<file path="src/hdl/bts_pkg.sv">
// ----------------------------------------------------------------------------
// Bilinear texture sampler package
// Shared widths, codes and the queue entry type.
// ----------------------------------------------------------------------------
package bts_pkg;

    localparam int DIM_W       = 9;
    localparam int TEX_MAX_DEF = 256;
    localparam int WFB_DEF     = 8;
    localparam int WFB_MAX     = 12;
    localparam int QUEUE_DEPTH = 4;
    localparam int BYTE_W      = 8;
    localparam int NUM_CH      = 3;
    localparam int TEXEL_W     = NUM_CH * BYTE_W;
    localparam int COORD_W     = 16;
    localparam int OUT_W       = 16;
    localparam int TAP_N       = 4;
    localparam int K_W         = $clog2(TAP_N);
    localparam int IN_DATA_W   = 5 * BYTE_W + 2 * COORD_W;
    localparam int OUT_DATA_W  = NUM_CH * OUT_W;
    localparam int CFG_AW      = 3;
    localparam int CFG_DW      = 32;
    localparam int CFG_IDX_BIT = 2;

    localparam logic [DIM_W-1:0] DIM_RESET = DIM_W'(256);

    typedef enum logic {
        ACT_WRITE  = 1'b0,
        ACT_SAMPLE = 1'b1
    } t_action;

    typedef enum logic {
        REG_WIDTH  = 1'b0,
        REG_HEIGHT = 1'b1
    } t_reg_idx;

    typedef struct packed {
        t_action              action;
        logic [DIM_W-1:0]     col0;
        logic [DIM_W-1:0]     col1;
        logic [DIM_W-1:0]     row0;
        logic [DIM_W-1:0]     row1;
        logic [WFB_MAX-1:0]   al;
        logic [WFB_MAX-1:0]   be;
        logic [TEXEL_W-1:0]   texel;
    } t_cmd;

endpackage

</file>
<file path="src/hdl/bts_queue.sv">
// ----------------------------------------------------------------------------
// Command queue
// Short FIFO between the classifying front end and the memory back end.
// ----------------------------------------------------------------------------
module bts_queue (
    input  logic           i_clk,
    input  logic           i_rst_n,
    input  logic           i_push,
    input  bts_pkg::t_cmd  i_cmd,
    input  logic           i_pop,
    output bts_pkg::t_cmd  o_cmd,
    output logic           o_empty,
    output logic           o_full
);
    import bts_pkg::*;

    localparam int PTR_W = $clog2(QUEUE_DEPTH);

    t_cmd             r_mem [QUEUE_DEPTH];
    logic [PTR_W-1:0] r_wr_ptr;
    logic [PTR_W-1:0] r_rd_ptr;
    logic [PTR_W:0]   r_count;
    logic             do_push;
    logic             do_pop;

    assign o_empty = (r_count == '0);
    assign o_full  = (r_count == (PTR_W+1)'(QUEUE_DEPTH));
    assign do_push = i_push && !o_full;
    assign do_pop  = i_pop && !o_empty;
    assign o_cmd   = r_mem[r_rd_ptr];

    always_ff @(posedge i_clk) begin
        if (!i_rst_n) begin
            r_wr_ptr <= '0;
            r_rd_ptr <= '0;
            r_count  <= '0;
        end else begin
            if (do_push) begin
                r_wr_ptr <= (r_wr_ptr == PTR_W'(QUEUE_DEPTH-1)) ? '0 : r_wr_ptr + 1'b1;
            end
            if (do_pop) begin
                r_rd_ptr <= (r_rd_ptr == PTR_W'(QUEUE_DEPTH-1)) ? '0 : r_rd_ptr + 1'b1;
            end
            if (do_push && !do_pop) begin
                r_count <= r_count + 1'b1;
            end else if (do_pop && !do_push) begin
                r_count <= r_count - 1'b1;
            end
        end
    end

    always_ff @(posedge i_clk) begin
        if (do_push) begin
            r_mem[r_wr_ptr] <= i_cmd;
        end
    end

endmodule

</file>
<file path="config.mk">
export PLATFORM = sky130hd
export DESIGN_NAME = bts_queue
export DESIGN_NICKNAME = d
export VERILOG_FILES = /design/src/hdl/bts_pkg.sv /design/src/hdl/bts_queue.sv
export SDC_FILE = /design/constraint.sdc
export NUM_CORES = 1
export LEC_CHECK = 0
export BUFFER_PORTS_ARGS = -buffer_cell sky130_fd_sc_hd__buf_2
export CAP_MARGIN = 20
export CORE_MARGIN = 4
export CORE_UTILIZATION = 50
export CTS_CLUSTER_SIZE = 40
export DETAILED_ROUTE_END_ITERATION = 6
export PLACE_DENSITY = 0.71
export SLEW_MARGIN = 20
export SYNTH_ARGS = -nofsm -noshare
export SYNTH_HDL_FRONTEND = slang
export SYNTH_SLANG_ARGS = --single-unit
</file>
<file path="constraint.sdc">
create_clock -name i_clk -period 3.1 [get_ports i_clk]
set_input_delay 0.31 -clock i_clk [delete_from_list [all_inputs] [get_ports i_clk]]
set_output_delay 0.31 -clock i_clk [all_outputs]
set_load 0.03 [all_outputs]
</file>
== Word-level counts from Yosys, hierarchy flattened ==
Memories as Yosys holds them, arrays and structs flattened. A register that Yosys moved wholly into a read port is not among the register bits.
Cells that the tools add are included.
Word-level totals
  bits in writable memories: 340
  word-level logic and storage cells: 29
  memories kept: 1
  output and inout bits: 87
  bits of input ports: 89
  register bits: 7
Memories
  r_mem: words 4, bits a word 85, read ports 1, clocked after memory_dff 1, write ports 1, RTL line bts_queue.sv:19  | t_cmd r_mem [QUEUE_DEPTH];
Cells by class
  add/subtract/negate cells: 4
  reduce and logical (&&, ||, !) cells: 10
  mux-type cells: 8
  equality and inequality tests: 3
Operators with widths (number)
  $mux W2: 4
  $mux W3: 2
  $add A2 B1 Y2 const B: 2
  $eq A2 B2 Y1 const B: 2
  $logic_and A1 B1 Y1: 4
  $logic_not A1 Y1: 4
  $add A3 B1 Y3 const B: 1
  $eq A3 B3 Y1 const B: 1
  $logic_not A3 Y1: 1
  $sub A3 B1 Y3 const B: 1
  $mux W1: 2
  $reduce_bool A2 Y1: 1

== Longest topological paths before layout ==
  depth in word-level cells: 7
  depth in mapped cells: 9
  mapped depth without buffers: 8

== Least setup slack after synthesis ==
OpenSTA, ideal clock, no wires.
  path kind: flip-flop to flip-flop
  from: register r_count[0]
  to: memory r_mem[1][0] (netlist bit) (enable)
  stages on the path, launching flop included: 5
  setup time: 0.453 ns
  path buffers: 1
  path slack: -0.339 ns
  required time: 2.647 ns
  clock period less this slack: 3.439 ns
  data arrival time: 2.987 ns
  path through: dfxtp_1 > nor3b_1 > nor2b_1 > clkbuf_1 > and2_1
On the way
  cells in the longest elaborated chain, start to end: 5
Ends and longest elaborated chain
  start: declaration: RTL line bts_queue.sv:22  | logic [PTR_W:0] r_count;
  start signal: assignment: RTL line bts_queue.sv:45  | r_count <= r_count + 1'b1;
  start signal: assignment: RTL line bts_queue.sv:47  | r_count <= r_count - 1'b1;
  $eq A3 B3 Y1: RTL line bts_queue.sv:27  | assign o_full = (r_count == (PTR_W+1)'(QUEUE_DEPTH));
  via o_full: RTL line bts_queue.sv:13  | output logic o_full
  $logic_not A1 Y1: RTL line bts_queue.sv:28  | assign do_push = i_push && !o_full;
  $logic_and A1 B1 Y1: RTL line bts_queue.sv:28
  via do_push: RTL line bts_queue.sv:23  | logic do_push;
  $mux W1: RTL line bts_queue.sv:53  | if (do_push) begin
  $mux W1 (not written as such): RTL line bts_queue.sv:54  | r_mem[r_wr_ptr] <= i_cmd;
  end: declaration: RTL line bts_queue.sv:19
The timed path passes the listed nets, and every way through them passes these cells.

== Worst setup path after layout ==
  from: register r_count[0]
  to: register r_count[2]
On the way
  cells in the longest elaborated chain, start to end: 6
  elaborated cells between the ends (all ways): 15
  those cells by class: add/sub (2); eq/ne (1); mux (2); reduce/logical (10)
Ends and longest elaborated chain
  parallel branches: the longest is 6 deep, another holds $sub A3 B1 Y3
Parallel ways; which one is timed is not known. The select of a mux whose other input is x is not followed.
A chain may end at the register's enable or synchronous reset.

==> results.json <==
{
  "synth_area_um2": 12790,
  "finalCritPeriodShare_pct": 81.80,
  "coreArea_um2": 25180,
  "num_vias": 5763,
  "syn_inst": 495,
  "peakVddDrop_mv": 0.6203,
  "fin_cells": 1053,
  "cts_max_level": 2,
  "finalSetupTns_ns": 0,
  "rsz0062_at_grt": "no",
  "crit_path_start_kind": "flip-flop",
  "nets": 794,
  "drv_cap": 0,
  "use_met3_pct": 4.391,
  "ys_seq_area_share_pct": 81.21,
  "clkTransAtPathRegs_ns": 0.06,
  "io_buffers": 175,
  "ys_ff_latch": 349,
  "r2r_end": "r_count[2]",
  "drive_above_1_share_pct": 44.67,
  "dp_hpwl_mm": 13.76,
  "grt.busiest_layer": "met2",
  "worst_clock_skew_ns": 0.01605,
  "antenna_found_initial": 3,
  "rr_worst_depth": 8,
  "finalSetupViolations": 0,
  "row_count": 58,
  "ff_latch_area_um2": 10400,
  "grt_use_met2_pct": 26.87,
  "finalHoldViolCount": 0,
  "critPathArrivalTime_ns": 2.96,
  "ios": 176,
  "area_growth_syn_to_layout_pct": 18.57,
  "clockBufferDepth": 3,
  "grt_pass1_vias": 6337,
  "critPathLaunch": "r_count[0]",
  "synth_cell_types": 26,
  "cts_hold_buf": 0,
  "via_per_inst": 5.473,
  "num_antenna_cells": 0,
  "async_flop_share_pct": 0,
  "crit_required_ns": 3.52,
  "worstMarginPinSlew_ns": 0.5815,
  "leakagePower_nw": 5.081,
  "insertion_delay_ns": 0.49,
  "status": "finished, final reports clean",
  "ctsResizeCount": 0,
  "synth_edf_count": 340,
  "gp_congestion": 0.7523,
  "use_met1_pct": 22.02,
  "critical_path.endpoint": "r_count[2]",
  "nFillCells": 1778,
  "synth.most_common_cell": "edfxtp_1",
  "power_per_cell_area_nw_per_um2": 873.3,
  "yosys-top-cells-count": "edfxtp_1, mux4_2, dfxtp_1",
  "synth.top_cells.by_area": "edfxtp_1, mux4_2, dfxtp_1",
  "grt_pass1_wl_mm": 35.70,
  "post_cts_buffers": 0,
  "hp-class": "in -> reg",
  "fmax_ghz": 0.3943,
  "drt_iter0_drc": 480,
  "ff2ff_setup_slack_ns": 0.56,
  "path_class": "reg -> reg",
  "overflow": 0,
  "multi_input_area_um2": 2200,
  "post-route-min-period_ns": 2.536,
  "synth_area_leader_cell": "edfxtp_1",
  "wl_per_cell_um": 21.68,
  "drv_slew": 0,
  "drc": 0,
  "placedCellCount": 991,
  "synth_flop_cell": "edfxtp_1",
  "ant_nets": 0,
  "cp_max_fo": 7,
  "cts.sinks": 349,
  "synth_nets": 591,
  "root_buffer": "clkbuf_16",
  "die_x_um": 168.0,
  "grt_use_total_pct": 16.24,
  "die_h_um": 168.0,
  "grt_start_max_net_pins": 54,
  "slew_headroom_pct": 60.91,
  "routed_wl_mm": 22.83,
  "cts_buffers": 35,
  "dr.pass1.iters": 6,
  "start_util_pct": 50.80,
  "die_area_um2": 28210,
  "cts_tree": "built",
  "synth.avg_cell_area_um2": 25.85,
  "worstSetupEndpointType": "flip-flop",
  "rr_startpoint": "r_count[0]",
  "synth_warnings": 0,
  "synth_top_area_share_pct": 79.80
}
[through the flow]
step / utilization [%] / hold slack [ns] / power [mW] / setup slack [ns] / area, um^2
2_1_floorplan: - / 0.4089 / 8.643 / 0.5522 / 12800
3_3_place_gp: 56.04 / 0.4764 / 9.493 / 0.7639 / 14110
3_5_place_dp: 56.04 / 0.4970 / 9.586 / 0.5667 / 14110
4_1_cts: 60.24 / 0.003414 / 13.45 / 0.5712 / 15170
5_1_grt: 60.24 / 0.002200 / 13.84 / 0.4376 / 15170
6_report: 60.24 / 0.02696 / 13.25 / 0.5641 / 15170
[cell usage in the layout (no fill, tap or decap), types with 3 or more instances in the layout]
master / Yosys / final
and2_4: 0 / 4
buf_12: 6 / 10
buf_2: 6 / 175
clkbuf_1: 2 / 5
clkbuf_16: 0 / 37
clkinv_1: 0 / 12
clkinv_2: 0 / 6
dfxtp_1: 9 / 7
edfxtp_1: 340 / 340
ha_1: 6 / 6
inv_1: 3 / 3
mux2i_1: 3 / 3
mux4_2: 85 / 85
nand2_1: 6 / 6
o21ai_0: 3 / 3
[flip-flops by register name (all words and copies together), names as in the netlist, named ones only]
register / count
r_count: 3
r_mem: 340
r_rd_ptr: 2
r_wr_ptr: 2
[logic make-up after synthesis]
kind of cell,share of synthesized area (%)
mux,15.20
compound gates,0.2347
buf+inv,1.672
xor+xnor,0.1369
fa+ha+maj,0.7433
simple gates,0.8020
flops,81.21
[final cells by class]
cell class,instances,share of cell area [%]
tap,330,2.722
clock inverter,20,0.7423
sequential,349,68.54
clock buffer,42,6.227
inverter,3,0.07423
multi-input combinational,122,14.50
timing repair buffer,187,7.192
[worst min path at each step]
stage / end / startpoint / depth (start not counted) / slack, ns
3_3_place_gp: r_wr_ptr[1] / r_wr_ptr[1] / 2 / 0.48
6_report: r_mem[3][22] / i_cmd[22] / 1 / 0.03
4_1_cts: r_mem[3][27] / i_cmd[27] / 1 / 0.003
3_5_place_dp: r_wr_ptr[1] / r_wr_ptr[1] / 2 / 0.50
5_1_grt: r_mem[3][22] / i_cmd[22] / 1 / 0.002
2_1_floorplan: r_mem[0][0] / i_cmd[0] / 0 / 0.41
[report_power, final]
part | internal [mW] | switching [mW] | total, mW
clock | 2.25 | 1.60 | 3.85
combinational | 1.32 | 2.18 | 3.49
sequential | 5.75 | 0.160 | 5.91
[worst max-delay path, cell delays in order, from the launching register on]
cell and delay, ns:
dfxtp_1 0.44, nor3b_1 0.10, nor2b_1 0.48, ha_1 0.30, inv_1 0.06, fa_1 0.39, xor2_1 0.19, or3_1 0.32
a21boi_0 0.17
[layer usage]
layer	share of wire (%)	vias to the layer above
met3	6.9	38
met4	1.6	6
met2	50	180
met5	0.18	-
li1	-	2530
met1	41	3009
Note: power is estimated with default switching activity, not from simulation.
