<file path="src/hdl/bts_pkg.sv">
// ----------------------------------------------------------------------------
// Bilinear texture sampler package
// Shared widths, codes and the queue entry type.
// ----------------------------------------------------------------------------
package bts_pkg;

    localparam int DIM_W       = 9;
    localparam int TEX_MAX_DEF = 256;
    localparam int WFB_DEF     = 8;
    localparam int WFB_MAX     = 12;
    localparam int QUEUE_DEPTH = 4;
    localparam int BYTE_W      = 8;
    localparam int NUM_CH      = 3;
    localparam int TEXEL_W     = NUM_CH * BYTE_W;
    localparam int COORD_W     = 16;
    localparam int OUT_W       = 16;
    localparam int TAP_N       = 4;
    localparam int K_W         = $clog2(TAP_N);
    localparam int IN_DATA_W   = 5 * BYTE_W + 2 * COORD_W;
    localparam int OUT_DATA_W  = NUM_CH * OUT_W;
    localparam int CFG_AW      = 3;
    localparam int CFG_DW      = 32;
    localparam int CFG_IDX_BIT = 2;

    localparam logic [DIM_W-1:0] DIM_RESET = DIM_W'(256);

    typedef enum logic {
        ACT_WRITE  = 1'b0,
        ACT_SAMPLE = 1'b1
    } t_action;

    typedef enum logic {
        REG_WIDTH  = 1'b0,
        REG_HEIGHT = 1'b1
    } t_reg_idx;

    typedef struct packed {
        t_action              action;
        logic [DIM_W-1:0]     col0;
        logic [DIM_W-1:0]     col1;
        logic [DIM_W-1:0]     row0;
        logic [DIM_W-1:0]     row1;
        logic [WFB_MAX-1:0]   al;
        logic [WFB_MAX-1:0]   be;
        logic [TEXEL_W-1:0]   texel;
    } t_cmd;

endpackage

</file>
<file path="src/hdl/bts_front.sv">
// ----------------------------------------------------------------------------
// Sampler front end
// Accepts items, drops out-of-store writes, scales sample coordinates into
// texel indices and weights, and queues one command per kept item.
// ----------------------------------------------------------------------------
module bts_front #(
    parameter int MAX_TEX_WIDTH    = bts_pkg::TEX_MAX_DEF,
    parameter int MAX_TEX_HEIGHT   = bts_pkg::TEX_MAX_DEF,
    parameter int WEIGHT_FRAC_BITS = bts_pkg::WFB_DEF
) (
    input  logic                         i_clk,
    input  logic                         i_rst_n,
    input  logic [bts_pkg::DIM_W-1:0]    i_tex_width,
    input  logic [bts_pkg::DIM_W-1:0]    i_tex_height,
    input  logic                         i_valid,
    output logic                         o_ready,
    input  bts_pkg::t_action             i_action,
    input  logic [bts_pkg::BYTE_W-1:0]   i_texel_col,
    input  logic [bts_pkg::BYTE_W-1:0]   i_texel_row,
    input  logic [bts_pkg::TEXEL_W-1:0]  i_texel,
    input  logic [bts_pkg::COORD_W-1:0]  i_coord_u,
    input  logic [bts_pkg::COORD_W-1:0]  i_coord_v,
    output logic                         o_push,
    output bts_pkg::t_cmd                o_cmd,
    input  logic                         i_full
);
    import bts_pkg::*;

    localparam int SC_W = COORD_W + DIM_W;

    logic                r_valid;
    t_action             r_action;
    logic [BYTE_W-1:0]   r_col;
    logic [BYTE_W-1:0]   r_row;
    logic [TEXEL_W-1:0]  r_texel;
    logic [COORD_W-1:0]  r_u;
    logic [COORD_W-1:0]  r_v;

    logic [DIM_W-1:0]    w_dim;
    logic [DIM_W-1:0]    h_dim;
    logic [SC_W-1:0]     u_scaled;
    logic [SC_W-1:0]     v_scaled;
    logic [DIM_W-1:0]    x0;
    logic [DIM_W-1:0]    y0;
    logic [DIM_W-1:0]    x0_inc;
    logic [DIM_W-1:0]    y0_inc;
    logic                in_range;
    logic                keep;

    assign o_ready = !r_valid || !i_full;

    always_ff @(posedge i_clk) begin
        if (!i_rst_n) begin
            r_valid <= 1'b0;
        end else if (o_ready) begin
            r_valid <= i_valid;
        end
    end

    always_ff @(posedge i_clk) begin
        if (o_ready && i_valid) begin
            r_action <= i_action;
            r_col    <= i_texel_col;
            r_row    <= i_texel_row;
            r_texel  <= i_texel;
            r_u      <= i_coord_u;
            r_v      <= i_coord_v;
        end
    end

    always_comb begin
        if (i_tex_width == '0) begin
            w_dim = DIM_W'(1);
        end else if (32'(i_tex_width) > MAX_TEX_WIDTH) begin
            w_dim = DIM_W'(MAX_TEX_WIDTH);
        end else begin
            w_dim = i_tex_width;
        end
        if (i_tex_height == '0) begin
            h_dim = DIM_W'(1);
        end else if (32'(i_tex_height) > MAX_TEX_HEIGHT) begin
            h_dim = DIM_W'(MAX_TEX_HEIGHT);
        end else begin
            h_dim = i_tex_height;
        end
    end

    assign u_scaled = SC_W'(r_u) * SC_W'(w_dim);
    assign v_scaled = SC_W'(r_v) * SC_W'(h_dim);
    assign x0       = u_scaled[SC_W-1:COORD_W];
    assign y0       = v_scaled[SC_W-1:COORD_W];
    assign x0_inc   = x0 + 1'b1;
    assign y0_inc   = y0 + 1'b1;

    assign in_range = (32'(r_col) < MAX_TEX_WIDTH) && (32'(r_row) < MAX_TEX_HEIGHT);
    assign keep     = (r_action == ACT_SAMPLE) || in_range;
    assign o_push   = r_valid && !i_full && keep;

    always_comb begin
        o_cmd        = '0;
        o_cmd.action = r_action;
        o_cmd.texel  = r_texel;
        if (r_action == ACT_SAMPLE) begin
            o_cmd.col0 = x0;
            o_cmd.col1 = (x0_inc == w_dim) ? '0 : x0_inc;
            o_cmd.row0 = y0;
            o_cmd.row1 = (y0_inc == h_dim) ? '0 : y0_inc;
            o_cmd.al   = WFB_MAX'(u_scaled[COORD_W-1 -: WEIGHT_FRAC_BITS]);
            o_cmd.be   = WFB_MAX'(v_scaled[COORD_W-1 -: WEIGHT_FRAC_BITS]);
        end else begin
            o_cmd.col0 = DIM_W'(r_col);
            o_cmd.row0 = DIM_W'(r_row);
        end
    end

endmodule

</file>
<file path="config.mk">
export PLATFORM = sky130hd
export DESIGN_NAME = bts_front
export DESIGN_NICKNAME = d
export VERILOG_FILES = /design/src/hdl/bts_pkg.sv /design/src/hdl/bts_front.sv
export SDC_FILE = /design/constraint.sdc
export NUM_CORES = 1
export LEC_CHECK = 0
export BUFFER_PORTS_ARGS = -buffer_cell sky130_fd_sc_hd__buf_4
export CORE_ASPECT_RATIO = 0.7
export CORE_MARGIN = 4
export CORE_UTILIZATION = 55
export CTS_CLUSTER_SIZE = 40
export DETAILED_ROUTE_END_ITERATION = 16
export PLACE_DENSITY_LB_ADDON = 0.05
export SYNTH_ARGS = -nofsm -noshare
export SYNTH_HDL_FRONTEND = slang
export SYNTH_SLANG_ARGS = --single-unit
</file>
<file path="constraint.sdc">
create_clock -name i_clk -period 8.6 [get_ports i_clk]
set_input_delay 1.29 -clock i_clk [delete_from_list [all_inputs] [get_ports i_clk]]
set_output_delay 1.29 -clock i_clk [all_outputs]
set_load 0.01 [all_outputs]
</file>
# [Word level (Yosys, flattened, before mapping)]
# Cells that the tools add are included.
[classes] n_mux=10 n_reduce_logical=7 n_lt_le_gt_ge=2 multipliers=2 eq_ne=2 add_sub_neg=2
[op_table] op="$mux 9" count=9
[op_table] op="$mul 16x9->25" count=2
[op_table] op="$mux 33" count=1
[op_table] op="$add 9x1->9 const B" count=2
[op_table] op="$eq 9x9->1" count=2
[op_table] op="$gt 9x9->1 const B" count=2
[op_table] op="$logic_not 9->1" count=2
[op_table] op="$logic_and 1x1->1" count=2
[op_table] op="$logic_not 1->1" count=2
[op_table] op="$logic_or 1x1->1" count=1
[word_totals] input_bits=95 register_bits=74

# [Longest topological paths before layout]
[depth] depth_word=8 depth_mapped=29 depth_no_buf=26

# [Least setup slack after synthesis]
# No wires, ideal clock.
[synth_timing] path_type="input -> output" from="input i_tex_width[8] in the netlist's numbering" to="output o_cmd[66] in the netlist's numbering" arrival_ns=7.785 path_buffers=3 required_ns=7.310 path_slack_ns=-0.475 cell_stages=26 path_cell_list="buf_4 or4_4 o2bb2ai_4 clkbuf_1 nand2_1 fa_1 inv_1 fa_1 fa_1 inv_1 fa_1 inv_1 ha_1 buf_2 nand2_1 or4_1 o211ai_1 nor4_1 a2111oi_4 ha_1 o211ai_1 o21a_1 or3_4 and4_4 o21ai_2 nor3b_2"
[synth_rtl] item="start: declaration" line_no="bts_front.sv:13" rtl="input logic [bts_pkg::DIM_W-1:0] i_tex_width,"
[synth_rtl] item="end: declaration" line_no="bts_front.sv:24" rtl="output bts_pkg::t_cmd o_cmd,"

==> tab_implementation.tex <==
\begin{tabular}{lr}
\hline
Metric & Value \\
\hline
\multicolumn{2}{l}{\textbf{Power and ir drop}} \\
\quad Portion of total power attributed to the clock network & under 10\% \\
\quad Design internal power & 2.681 mW \\
\quad Final Total Pwr & 4.945 mW \\
\quad Register share of total power & under 10\% \\
\quad Leakage power & 8.934 nW \\
\quad Portion of total power attributed to combinational logic & slightly above 80\% \\
\quad Power density over cell area & roughly 270 nW/um2 \\
\quad Switching power of the nets & roughly 2.3 mW \\
\quad Switching share of power & 45.79\% \\
\quad Worst IR Drop VDD & between 0.0002 and 0.0003 V \\
\multicolumn{2}{l}{\textbf{Timing}} \\
\quad Max-slew violation total from the final report & 0 \\
\quad Final Hold Violating Endpoints & 0 \\
\quad Transition time at the pin with the least slew margin & between 1 and 1.5 ns \\
\quad Setup TNS & -5.418 ns \\
\quad Setup violations, final & 18 \\
\quad Setup repair after global routing missed its margin & yes \\
\quad Period minus WS final & just over 9 ns \\
\quad Clock tree skew after final layout & $\sim$0.012 ns \\
\quad Setup ws final & -0.4981 ns \\
\quad Max Clock Freq & about 110 MHz \\
\quad Headroom to the max-slew limit & 29.57\% \\
\quad Hold\_ws & 0.5277 ns \\
\quad Period utilization & 105.8\% \\
\multicolumn{2}{l}{\textbf{Setup path}} \\
\quad Peak fanout along the critical path & 7 \\
\quad Register-to-Register Setup Slack & just under 7 ns \\
\quad Kind of end point of the critical path & output pin \\
\quad FF-to-FF Start & r\_valid \\
\quad Worst setup path startpoint & i\_tex\_width[7] \\
\quad Crit path kind & in2out \\
\quad CP endpoint & o\_cmd[70] \\
\quad Total stage count of the critical path & 28 \\
\quad Reg2Reg Capture Point & r\_u[5] \\
\quad Worst R2R Path Depth & 2 \\
\quad Worst path slowest cell & or4\_4 \\
\quad Data required time at the worst endpoint & roughly 7.3 ns \\
\quad Data arrival time of the critical path & a little under 8 ns \\
\quad Crit-path leading delay family & adder cells \\
\quad Number of buffer and inverter instances along the worst setup path & 9 \\
\quad Worst stage delay on the critical path & 0.55 ns \\
\quad Worst Setup Start Kind & primary input \\
\multicolumn{2}{l}{\textbf{Hold path}} \\
\quad Min-delay src & r\_valid \\
\quad Class of the most critical hold timing path & reg2reg \\
\multicolumn{2}{l}{\textbf{Drt}} \\
\quad Residual DRC count & 0 \\
\quad Final WL & roughly 40000 um \\
\quad Remaining number of nets flagged by the antenna check after routing & 0 \\
\quad Total iterations of the first detailed-routing run & 5 \\
\quad Detail-routed net length per standard cell & approximately 19 um \\
\quad Initial DRC Count & roughly 840 \\
\quad Vias after detailed routing & around 12k \\
\quad Vias per std cell & between 5 and 6 \\
\multicolumn{2}{l}{\textbf{Final layout}} \\
\quad Number of filler instances in the final layout & $\sim$1.5k \\
\quad Area delta synth->final & 39.33\% \\
\quad Core occupancy in the finished layout & 79.22\% \\
\quad Antenna diodes & 0 \\
\quad Number of nets in the final layout & 2185 \\
\quad Post-route cell area & 18280 um2 \\
\quad Count of placed standard cells in the final layout, fillers left out & 2127 \\
\quad Share of post-route cells with drive strength above 1 & roughly 38\% \\
\multicolumn{2}{l}{\textbf{Die}} \\
\quad Die W & $\sim$190 um \\
\quad Full die area & 26430 um2 \\
\quad Starting density of the core & between 50\% and 60\% \\
\quad Placeable core region & 23080 um2 \\
\quad Number of core rows & 46 \\
\quad Floorplan die height & around 140 um \\
\quad Count of pins on the block boundary & between 150 and 200 \\
\multicolumn{2}{l}{\textbf{CTS}} \\
\quad CTS clock-pin slew for the worst setup and hold paths & 0.06 ns \\
\quad Clock root buffer & clkbuf\_16 \\
\quad Maximum buffer depth of the clock tree & 2 \\
\quad Number of clock sinks & 74 \\
\quad CTS tree & yes \\
\quad Clock buffer count from CTS & 9 \\
\quad Total number of H-tree levels & 3 \\
\quad Worst-Skew Late Latency & 0.36 ns \\
\multicolumn{2}{l}{\textbf{GRT}} \\
\quad Global-route total usage across every layer & 31.04\% \\
\quad Maximum number of pins on one net before global-route repair & 74 \\
\quad First-pass GRT wire length & between 60000 and 70000 um \\
\quad Number of antenna violations at the first check in global routing & 0 \\
\quad Via count of the first global-routing pass & between 10k and 15k \\
\quad Total gr overflow & 0 \\
\multicolumn{2}{l}{\textbf{Logic synthesis}} \\
\quad Fraction of synthesis flops using an asynchronous set or reset pin & 0\% \\
\quad Register area share after synthesis & 16.86\% \\
\quad Yosys Warn Count & 0 \\
\quad Mapped Area & about 13000 um2 \\
\quad Number of synthesized register bits & 74 \\
\quad Mean Syn Cell Area & 9.248 um2 \\
\quad Synth unique cells & 84 \\
\quad Post-synth top flop & edfxtp\_1 \\
\quad Count of flip-flops with a built-in enable after synthesis & 73 \\
\quad Gate Count Post-Synth & around 1.4k \\
\multicolumn{2}{l}{\textbf{Run status}} \\
\quad Violations in the final reports & setup timing \\
\quad Run status & finished with violations \\
\multicolumn{2}{l}{\textbf{Job}} \\
\quad Max Cap Violations & 0 \\
\multicolumn{2}{l}{\textbf{Placed design}} \\
\quad Placement Setup Slack & -0.7169 ns \\
\quad Final weighted congestion of routability-driven global placement & just over 0.9 \\
\quad Cell area after placement & between 15000 and 20000 um2 \\
\quad Estimated wirelength of the detail-placed design & $\sim$30000 um \\
\quad Port bufs & $\sim$170 \\
\quad Post-Place Cells & $\sim$2.1k \\
\hline
\end{tabular}
area by class of cell:
cell class	instances	area [um2]	share of cell area, %
Inverter	243	912.1	4.989
Multi-Input combinational cell	1031	10850	59.32
Clock buffer	9	225.2	1.232
Tap cell	312	390.4	2.135
Clock inverter	7	76.32	0.4174
Timing Repair Buffer	451	3621	19.80
Sequential cell	74	2212	12.10
cells in the mapped netlist, drive strengths merged (16+ instances only):
| cell type | instances | share of area (%) |
|---|---|---|
| nand4 | 17 | 0.86 |
| buf | 30 | 1.2 |
| nor2b | 19 | 0.91 |
| o21ai | 24 | 0.97 |
| a21o | 21 | 1.2 |
| and2 | 152 | 7.2 |
| nand3 | 18 | 0.69 |
| fa | 196 | 30 |
| and3 | 16 | 0.76 |
| nand2 | 183 | 5.2 |
| ha | 84 | 8.0 |
| xor2 | 20 | 1.4 |
| nor2 | 47 | 1.3 |
| xnor2 | 29 | 2.0 |
| edfxtp | 73 | 17 |
| clkbuf | 48 | 1.4 |
| inv | 242 | 6.9 |
| nor3 | 18 | 0.76 |
| a21oi | 40 | 1.5 |
flip-flops by register name, summed over array words and instances (netlist names):
name and count:
r_action 1, r_col 8, r_row 8, r_texel 24
r_u 16, r_v 16, r_valid 1
worst reg2reg max path: stages (launching register included):
cell and delay [ns]:
dfxtp_1 0.32, nand2_1 0.08, and2_4 0.80
metal layers:
layer  up-vias  wire length, um  global-route usage (%)
met5         -                0                       0
met4         0              771                   7.759
met3        58             4192                   8.713
met2       529            18060                   45.72
met1      5792            17910                   45.63
li1       5301                -                       -
timing repair:
item                       CTS  global route
gates cloned                 3             2
setup buffers               21            35
hold buffers                 0             0
pin swaps                  104           108
setup endpoints to repair   18            20
gates resized for setup    116           129
power groups by stage:
stage                     registers (mW)  clock network, mW  logic, mW
after CTS                          0.450              0.415       3.58
final                              0.452              0.410       4.08
after floorplan                    0.443                  0       1.84
after detailed placement           0.457                  0       3.20
after global placement             0.456                  0       3.17
after global routing               0.454              0.431       4.40
worst min path at each step:
stage / endpoint / slack [ns] / cells past startpoint
finish: r_valid / 0.53 / 2
global route: r_valid / 0.56 / 2
CTS: r_valid / 0.53 / 2
detailed placement: r_valid / 0.51 / 2
global placement: r_valid / 0.50 / 2
floorplan: r_valid / 0.49 / 2
cell families after synthesis:
kind of cell	after synthesis	synth area share [%]
AO/OA/AOI/OAI	160	9.220
XOR/XNOR	55	4.415
adder cells (fa/ha/maj)	281	37.99
buffers and inverters	321	9.506
flip-flops	74	16.86
multiplexers	16	1.354
other	1	0.02858
AND/OR/NAND/NOR	511	20.63
cells in the final DEF, fill, tap and decap left out, drive strengths merged, types with 8 or more instances in the layout:
cell	Yosys	routed
xnor2	29	29
and2	152	152
xor2	20	20
a21o	21	21
and3	16	16
a21oi	40	40
or3	8	8
nor4	9	9
o21a	9	9
mux2	14	14
o211ai	10	10
nor2	47	47
conb	1	8
ha	84	84
a211oi	14	14
nor3	18	18
clkbuf	48	10
fa	196	196
nor2b	19	19
o21ai	24	24
inv	242	244
buf	30	450
edfxtp	73	73
nand4	17	17
nand2	183	183
nand3	18	18
Note: power is estimated with default switching activity, not from simulation.
